### src/rtl/weis_pkg.sv
// Package for the width-encoded integer set.
// Holds sizes, command codes and width codes; no dependencies.
package weis_pkg;

  localparam int WEIS_DEPTH = 64;

  localparam int IN_DATA_W  = 72;
  localparam int OUT_DATA_W = 24;

  localparam logic [2:0] FUNC_INSERT    = 3'd0;
  localparam logic [2:0] FUNC_DELETE    = 3'd1;
  localparam logic [2:0] FUNC_FIND      = 3'd2;
  localparam logic [2:0] FUNC_SORT_ASC  = 3'd3;
  localparam logic [2:0] FUNC_SORT_DESC = 3'd4;

  localparam logic [1:0] KIND_16 = 2'd0;
  localparam logic [1:0] KIND_32 = 2'd1;
  localparam logic [1:0] KIND_64 = 2'd2;

  function automatic logic [63:0] cut_to_kind(input logic [63:0] v, input logic [1:0] kind);
    logic [63:0] r;
    r = v;
    if (kind == KIND_16) r = {{48{v[15]}}, v[15:0]};
    else if (kind == KIND_32) r = {{32{v[31]}}, v[31:0]};
    return r;
  endfunction

  function automatic logic signed_less(input logic [63:0] a, input logic [63:0] b);
    return $signed(a) < $signed(b);
  endfunction

endpackage

### src/rtl/width_encoded_integer_set_top.sv
// Top level of the width-encoded integer set: command decode, sequencer and table memory.
// Depends on weis_pkg.
//
// channel  dir  fields
// s_*      in   tdata: func[2:0], value[66:3]; tuser: value_kind[1:0]
// m_*      out  tdata: ok[0], element_count[7:1], width_tag[9:8], byte_count[19:10]
//
// One command at a time through a single table memory (one write, one registered read port).
// Delete scans for the value, then shifts the later entries down.
// Sort and find: insertion sort; find then does a binary search of the ascending table.
// Reset clears count and tag; table contents are undefined until written.
// A result held on m_* while m_tready is low stalls the sequencer before its next command.
module width_encoded_integer_set_top #(
  parameter int DEPTH = weis_pkg::WEIS_DEPTH
) (
  input  logic                            clk,
  input  logic                            rst,
  input  logic                            s_tvalid,
  output logic                            s_tready,
  input  logic [weis_pkg::IN_DATA_W-1:0]  s_tdata,   // func, value
  input  logic [1:0]                      s_tuser,   // value_kind
  output logic                            m_tvalid,
  input  logic                            m_tready,
  output logic [weis_pkg::OUT_DATA_W-1:0] m_tdata    // ok, element_count, width_tag, byte_count
);
  import weis_pkg::*;

  localparam int AW = (DEPTH > 1) ? $clog2(DEPTH) : 1;
  localparam int CW = $clog2(DEPTH + 1);

  typedef enum logic [11:0] {
    S_IDLE     = 12'b000000000001,
    S_EXEC     = 12'b000000000010,
    S_SORT_KEY = 12'b000000000100,
    S_SORT_LD  = 12'b000000001000,
    S_SORT_RD  = 12'b000000010000,
    S_SORT_CMP = 12'b000000100000,
    S_BS       = 12'b000001000000,
    S_BS_CMP   = 12'b000010000000,
    S_DEL_RD   = 12'b000100000000,
    S_DEL_CMP  = 12'b001000000000,
    S_SH_RD    = 12'b010000000000,
    S_OUT      = 12'b100000000000
  } state_t;

  state_t state, state_next;

  logic [63:0] mem [DEPTH];
  logic [63:0] rd_data;
  logic [AW-1:0] rd_addr, wr_addr;
  logic [63:0] wr_data;
  logic wr_en;

  logic [2:0]  func;
  logic [63:0] val;
  logic [1:0]  kind;
  logic [63:0] key, key_next;
  logic [CW-1:0] count, count_next;
  logic [1:0]  tag, tag_next;
  logic [CW-1:0] i, i_next, j, j_next, lo, lo_next, hi, hi_next, mid, mid_next;
  logic ok, ok_next, desc, desc_next, finding, finding_next, shifting, shifting_next;
  logic [1:0] in_kind;
  logic move;
  logic [CW-1:0] mid_calc;
  logic [CW+10:0] bytes_wide;
  logic [CW+6:0] count_wide;

  always_ff @(posedge clk) begin
    if (wr_en) mem[wr_addr] <= wr_data;
    rd_data <= mem[rd_addr];
  end

  assign s_tready = (state == S_IDLE);
  assign in_kind  = (s_tuser == 2'd3) ? KIND_64 : s_tuser;
  assign move     = desc ? signed_less(rd_data, key) : signed_less(key, rd_data);
  assign mid_calc = lo + ((hi - lo) >> 1);

  always_ff @(posedge clk) begin
    if (s_tvalid && s_tready) begin
      func <= s_tdata[2:0];
      kind <= in_kind;
      val  <= cut_to_kind(s_tdata[66:3], in_kind);
    end
    key <= key_next;
    i   <= i_next;
    j   <= j_next;
    lo  <= lo_next;
    hi  <= hi_next;
    mid <= mid_next;
    ok  <= ok_next;
    desc <= desc_next;
    finding <= finding_next;
    shifting <= shifting_next;
  end

  always_comb begin
    state_next = state;
    count_next = count;
    tag_next = tag;
    key_next = key;
    i_next = i;
    j_next = j;
    lo_next = lo;
    hi_next = hi;
    mid_next = mid;
    ok_next = ok;
    desc_next = desc;
    finding_next = finding;
    shifting_next = shifting;
    rd_addr = i[AW-1:0];
    wr_addr = j[AW-1:0];
    wr_data = key;
    wr_en = 1'b0;
    unique case (state)
      S_IDLE: begin
        if (s_tvalid) state_next = S_EXEC;
      end
      S_EXEC: begin
        ok_next = 1'b0;
        i_next = CW'(1);
        desc_next = 1'b0;
        finding_next = 1'b0;
        state_next = S_OUT;
        unique case (func)
          FUNC_INSERT: begin
            if (count < CW'(DEPTH)) begin
              wr_en = 1'b1;
              wr_addr = count[AW-1:0];
              wr_data = val;
              count_next = count + CW'(1);
              if (kind > tag) tag_next = kind;
              ok_next = 1'b1;
            end
          end
          FUNC_DELETE: begin
            if (kind == tag) begin
              ok_next = 1'b1;
              i_next = '0;
              state_next = S_DEL_RD;
            end
          end
          FUNC_FIND: begin
            if (kind <= tag) begin
              finding_next = 1'b1;
              state_next = S_SORT_KEY;
            end
          end
          FUNC_SORT_ASC: begin
            ok_next = 1'b1;
            state_next = S_SORT_KEY;
          end
          FUNC_SORT_DESC: begin
            ok_next = 1'b1;
            desc_next = 1'b1;
            state_next = S_SORT_KEY;
          end
          default: ;
        endcase
      end
      S_SORT_KEY: begin
        rd_addr = i[AW-1:0];
        if (i < count) begin
          state_next = S_SORT_LD;
        end else if (finding) begin
          lo_next = '0;
          hi_next = count;
          state_next = S_BS;
        end else begin
          state_next = S_OUT;
        end
      end
      S_SORT_LD: begin
        key_next = rd_data;
        j_next = i;
        state_next = S_SORT_RD;
      end
      S_SORT_RD: begin
        rd_addr = AW'(j - CW'(1));
        if (j == '0) begin
          wr_en = 1'b1;
          i_next = i + CW'(1);
          state_next = S_SORT_KEY;
        end else begin
          state_next = S_SORT_CMP;
        end
      end
      S_SORT_CMP: begin
        wr_en = 1'b1;
        if (move) begin
          wr_data = rd_data;
          j_next = j - CW'(1);
          state_next = S_SORT_RD;
        end else begin
          i_next = i + CW'(1);
          state_next = S_SORT_KEY;
        end
      end
      S_BS: begin
        rd_addr = mid_calc[AW-1:0];
        mid_next = mid_calc;
        if (lo < hi) state_next = S_BS_CMP;
        else begin
          ok_next = 1'b0;
          state_next = S_OUT;
        end
      end
      S_BS_CMP: begin
        if (rd_data == val) begin
          ok_next = 1'b1;
          state_next = S_OUT;
        end else begin
          if (signed_less(rd_data, val)) lo_next = mid + CW'(1);
          else hi_next = mid;
          state_next = S_BS;
        end
      end
      S_DEL_RD: begin
        rd_addr = i[AW-1:0];
        if (i < count) state_next = S_DEL_CMP;
        else state_next = S_OUT;
      end
      S_DEL_CMP: begin
        if (rd_data == val) begin
          j_next = i;
          shifting_next = 1'b0;
          state_next = S_SH_RD;
        end else begin
          i_next = i + CW'(1);
          state_next = S_DEL_RD;
        end
      end
      S_SH_RD: begin
        rd_addr = AW'(j + CW'(1));
        wr_data = rd_data;
        if (shifting) begin
          wr_en = 1'b1;
          j_next = j + CW'(1);
          shifting_next = 1'b0;
        end else if ((j + CW'(1)) < count) begin
          shifting_next = 1'b1;
        end else begin
          count_next = count - CW'(1);
          state_next = S_OUT;
        end
      end
      S_OUT: begin
        if (!m_tvalid || m_tready) state_next = S_IDLE;
      end
      default: state_next = S_IDLE;
    endcase
  end

  assign bytes_wide = (CW + 11)'(count) << (tag + 2'd1);
  assign count_wide = (CW + 7)'(count);

  always_ff @(posedge clk) begin
    if (rst) begin
      state <= S_IDLE;
      count <= '0;
      tag <= KIND_16;
      m_tvalid <= 1'b0;
    end else begin
      state <= state_next;
      count <= count_next;
      tag <= tag_next;
      if (state == S_OUT && (!m_tvalid || m_tready)) m_tvalid <= 1'b1;
      else if (m_tready) m_tvalid <= 1'b0;
    end
  end

  always_ff @(posedge clk) begin
    if (state == S_OUT && (!m_tvalid || m_tready)) begin
      m_tdata <= {4'd0, bytes_wide[9:0], tag, count_wide[6:0], ok};
    end
  end

endmodule

### config.mk
export PLATFORM = sky130hd
export DESIGN_NAME = width_encoded_integer_set_top
export DESIGN_NICKNAME = d
export VERILOG_FILES = /design/src/rtl/weis_pkg.sv /design/src/rtl/width_encoded_integer_set_top.sv
export SDC_FILE = /design/constraint.sdc
export NUM_CORES = 2
export LEC_CHECK = 0
export BUFFER_PORTS_ARGS = -buffer_cell sky130_fd_sc_hd__buf_2
export CAP_MARGIN = 30
export CORE_AREA = 2 2 708 710
export CTS_CLUSTER_DIAMETER = 100
export DETAILED_ROUTE_END_ITERATION = 10
export DIE_AREA = 0 0 710 712
export SLEW_MARGIN = 20
export SYNTH_ARGS = -nofsm -noshare
export SYNTH_HDL_FRONTEND = slang
export SYNTH_SLANG_ARGS = --single-unit
### constraint.sdc
create_clock -name clk -period 7.77 [get_ports clk]
set_input_delay 1.1655 -clock clk [delete_from_list [all_inputs] [get_ports clk]]
set_output_delay 1.1655 -clock clk [all_outputs]
set_load 0.005 [all_outputs]
# Word-level counts from Yosys, hierarchy flattened
# Memories as Yosys holds them, arrays and structs flattened. A register that Yosys moved wholly into a read port is not among the register bits.
# Index checks and enable logic that the tools add are counted.
# word_totals
ramBits,4096
n_memories,1
word_cells,174
input_bits,78
register_bits,214
out_inout_bits,26
# classes
addsub,9
n_shift,1
reduce_logical,24
mux,73
eq_ne,39
order_cmp,9
# memory_table
name,words,width,read_ports,rd_ports_with_merged_regs,write_ports,line_no,source
mem,64,64,1,1,1,width_encoded_integer_set_top.sv:48,logic [63:0] mem [DEPTH];
# ops
operator,count
$mux 64,5
$lt 64x64->1,3
$pmux 64 s3,1
$pmux 12 s12,1
$mux 12,11
$mux 7,18
$eq 64x64->1,1
$pmux 7 s4,2
$pmux 7 s2,3
$ne 2x2->1 const B,18
$pmux 12 s3,1
$add 7x1->7 const B,4
$mux 6,4
$lt 7x7->1,3
$mux 1,19
$pmux 6 s3,1
$reduce_and 4->1,4
$reduce_and 5->1,3
$sub 7x1->7 const B,2
$eq 12x1->1 const B,1
$eq 12x10->1 const B,1
$eq 12x11->1 const B,1
$eq 12x12->1 const B,1
$eq 12x2->1 const B,1
other kinds (39),46

# Longest topological paths before layout
# depth
word_depth,6
depth_mapped,21
mapped_depth_nobuf,19

# Least setup slack after synthesis
# No wires, ideal clock.
# synth_timing
path_type,register to register
from,reg state[0]
to,"mem mem[14][0], enable pin"
setup_time_ns,0.487
arrival_ns,5.184
synth_period_minus_slack_ns,5.670
required_time_ns,7.283
slack_ns,2.100
n_path_buf,2
path_stages_with_launch,12
path_cell_list,dfxtp_1 -> nor4_4 -> and4_1 -> nand3b_1 -> inv_1 -> and2_1 -> clkbuf_1 -> clkbuf_1 -> a31oi_1 -> or2_2 -> nand2b_1 -> nor2_1
# synth_via
elab_chain_len,4
elab_cells_between_ends,8
classes_between,eq/ne: 4; mux: 4
# synth_rtl
item,line_no,source
start: declaration,width_encoded_integer_set_top.sv:46,"state_t state, state_next;"
start signal: assignment,width_encoded_integer_set_top.sv:263,state <= state_next;
$eq 12x11->1 (tied with other cells),width_encoded_integer_set_top.sv:114,unique case (state)
$pmux 1 s4,width_encoded_integer_set_top.sv:114,
$mux 1,width_encoded_integer_set_top.sv:69,if (wr_en) mem[wr_addr] <= wr_data;
$mux 1 (not written as such),width_encoded_integer_set_top.sv:69,
end: declaration,width_encoded_integer_set_top.sv:48,
# Parallel ways exist; a longest one is shown, timed or not.

# Worst setup path after layout
# layout_timing
from,"reg rd_data[41], read port of mem"
to,"mem mem[32][39], data pin"
# layout_via
elab_chain_len,4
elab_cells_between_ends,5
classes_between,order compare: 2; mux: 3
# layout_rtl
item,line_no,source
start: declaration,width_encoded_integer_set_top.sv:49,logic [63:0] rd_data;
$lt 64x64->1,weis_pkg.sv:29,return $signed(a) < $signed(b);
$mux 1 (*),width_encoded_integer_set_top.sv:75,"assign move = desc ? signed_less(rd_data, key) : signed_less(key, rd_data);"
$mux 64 (*),width_encoded_integer_set_top.sv:189,if (move) begin
$pmux 64 s3 (*),width_encoded_integer_set_top.sv:114,
net wr_data[39],width_encoded_integer_set_top.sv:51,logic [63:0] wr_data;
# Mark *: on every way through the listed nets, which the timed path passes. The rest lies on a longest branch.

==> results.txt <==
- Fillcell total: 45264
* Classification of the worst-slack hold path: in2reg
- Die W: 710 µm
- The final layout contains routed wiring with a total length of 544000 µm.
- Worst hold slack after final layout: 0.346 ns
- The first global-routing pass estimated 761000 µm of wire.
* Area enclosed by the die boundary: 506000 µm²
- Avg WL per Cell: 28.8 µm
- Crit path required time: 8.48 ns
* Final number of setup-violating endpoints: 0
- Largest driver fanout on the critical path: 40
- Data on the critical path arrives at its endpoint at 7.14 ns.
* DRC violations left: 30
- Ranked by total cell area, the synthesized netlist is headed by edfxtp_1 (74%), nand2_1 (5.7%), mux4_2 (4.2%), nand3_1 (1.9%), a21oi_1 (1.5%).
- The cell area that synthesis handed to floorplanning was 174000 µm².
- Most frequent standard cell in the layout excluding fill and tap cells: edfxtp_1
* Period utilization: 82.8%
* Tightest Pin Transition: 1.09 ns
- Site Rows: 260
- Clock-pin slew on the worst setup and hold paths: 0.06 ns
- The critical path is of the reg2reg type.
* Achievable Freq: 0.155 GHz
- The count of nets left with antenna violations once routing finished came out at 0.
- Global Route Usage Sum: 20.9%
- The top cell type by area accounts for 74.0% of the synthesized area.
- Initial core utilization: 34.8%
* Clock latency reported for the late side of the worst-skew pair: 1.01 ns
- End point of the worst hold path: val[0]
- Status: complete, but fails checks
- The clock arrives with 0.0683 ns of skew.
- In this run, synthesis inferred 4288 flip-flops with an integrated enable.
* Placed wire-length estimate: 298000 µm
- Max VDD drop: 0.000210 V
* Number of global-route vias before repair: 100353
- Failing checks: DRC
- The most used flip-flop cell after synthesis is edfxtp_1.
- The tool flagged a number of max-cap violations equal to 0.
- The total count of max-transition violations in the final report was 0.
- H-tree Lvls: 5
- Number of detailed-routing iterations run before antenna repair: 11
- From synthesis to final layout, the design area changed by 15.1%.
- In the synthesized netlist, the number of instances is 11590.
- For this design, the CTS-stage hold fixing added 0 buffers.
- TritonCTS built the clock tree.
* Portion of the post-synthesis area used by sequential elements: 75.0%
- The Yosys step of the flow raised 0 warnings.
- Final sum of negative setup slack: 0 ns
* Number of storage elements in the synthesis netlist: 4374
* Average size of a mapped cell: 15.0 µm²
* Highest-count cells in the layout ignoring fill and taps: edfxtp_1 (4288), nand2_1 (2634), nand3_1 (674)
- Number of buffers added by the clock tree synthesis step: 439
- I/O Pins: 104
- Die Ht: 712 µm
- Final count of hold timing violations: 0
- The longest clock path from root to sink contains 4 buffers.
* Worst reg-to-reg path cell count: 14
- Counting flops with an async set or reset pin after synthesis yields a share of 0%.
* Power density over the cells: 242 nW/µm²
- Counting instances, the worst hold path has a depth of 1.
- For this block, the via count after detailed routing is 106725.
- Worst r2r src: rd_data[41]
* Final core area utilization: 40.1%
- Reg2reg setup slack: 1.33 ns
- The number of antenna violations at the first check in global routing was 31.
* Clock period minus final worst setup slack: 6.44 ns
- Via/cell ratio: 5.64
- Number of DRC violations after detailed-routing iteration 0: 15812
* Number of different library cells in the post-synthesis netlist: 81
- Start point of the worst min-delay path: s_tdata[3]
* Nets: 12080
- Summed over all cells, the static leakage comes to 67.3 nW.
- Gates resized during post-CTS repair numbered 0.
- STA classifies the critical path startpoint as a flop.
- Routability-driven placement finished with a final weighted congestion of 0.847.
* Remaining Overflow, GRT: 0
* Leading area contributor after synthesis: edfxtp_1
* Share of post-route cells with drive strength above 1: 13.9%
- In this run the tool buffered the top-level ports with 94 buffer cells.
* Pin count of the biggest net entering global routing: 150
* Unrepaired setup endpoints after global routing: false
* Core Footprint: 499000 µm²
- In this run the post-CTS setup repair buffer count came out at 0.
* CP startpoint: rd_data[41]
- The worst register-to-register path ends at mem[32][39].
* Number of sinks handled by clock tree synthesis: 4374
- The root buffer cell chosen for the clock tree is clkbuf_16.
* Kind of end point of the critical path: flop
- Max transition margin: 27.6%
-- layer usage --
layer / global-route usage (%) / wire (µm)
met1: 29.5 / 218000
met2: 32.2 / 246000
met3: 4.09 / 59100
met4: 7.23 / 20700
met5: 0 / 13
-- worst max path at each step --
stage,endpoint
2_1_floorplan,mem[14][0]
3_3_place_gp,mem[46][39]
3_5_place_dp,mem[35][39]
4_1_cts,mem[36][39]
5_1_grt,mem[45][39]
6_report,mem[32][39]
-- cells by family (layout without fill, tap and decap cells) --
kind of cell	count (synthesis)	in the layout	synth area share, %
AND/OR/NAND/NOR	4011	4011	10.3
multiplexers	403	403	4.66
flip-flops	4374	4374	75.0
XOR/XNOR	31	31	0.156
buffers and inverters	967	1591	2.40
other	1	18	0.00216
AO/OA/AOI/OAI	1635	1635	6.27
adder cells (fa/ha/maj)	168	168	1.22
-- critical path: stages, from the launching register on --
cell,delay (ns)
dfxtp_1,0.37
inv_1,0.10
ha_1,0.32
nand4_1,0.27
or4_1,0.79
or4b_1,0.69
a31oi_1,0.42
nor3_1,0.10
o211ai_1,0.27
mux2i_1,0.24
buf_4,0.25
a2bb2oi_4,0.73
buf_12,0.53
o221ai_4,0.48
buf_4,0.39
-- Yosys cell counts (all sizes together) (70+ instances only) --
library cell and count:
nor2 145, clkbuf 384, ha 165, mux4 325, a31oi 264, nand2 2640, nand3 674, inv 236
dfxtp 86, a21oi 514, a221oi 72, and3 265, a211oi 70, edfxtp 4288, nor4 75, mux2i 70
buf 347, a21o 79, a32oi 129, o22ai 199
-- state kept, by name, indices dropped and copies added, names as in the netlist, 12 cells and up --
name     count
val         64
m_tdata     20
state       12
key         64
rd_data     64
mem       4096
-- report_power, final --
group          leakage (nW)  total, W  switching [W]  internal [W]
Clock                  6.78    0.0207        0.00905        0.0116
Sequential             39.3    0.0258       0.000116        0.0257
Combinational          21.2   0.00208        0.00138      0.000694
Total                  67.3    0.0485         0.0105        0.0380
-- through the flow --
stage                     setup WS [ns]  std cells  power [W]  cell area [µm²]
after floorplan                    2.10      11593     0.0275           174000
after global placement             1.66      18047     0.0283           186000
after detailed placement           1.59      18069     0.0283           186000
after CTS                          1.56      18893     0.0487           200000
after global routing               1.33      18907     0.0497           200000
final                              1.33      18912     0.0485           200000
-- layout make-up --
| class | instances | area (µm²) | share of cell area [%] |
|---|---|---|---|
| repair buffers | 531 | 5420 | 2.71 |
| inverters | 236 | 888 | 0.444 |
| clock buffers | 570 | 11800 | 5.88 |
| well taps | 6681 | 8360 | 4.18 |
| clock inverters | 254 | 2120 | 1.06 |
| multi-input cells | 6252 | 41100 | 20.5 |
| flip-flops and latches | 4374 | 130000 | 65.2 |
| diodes | 14 | 35.0 | 0.0175 |
Power figures use the tool's default switching activity.
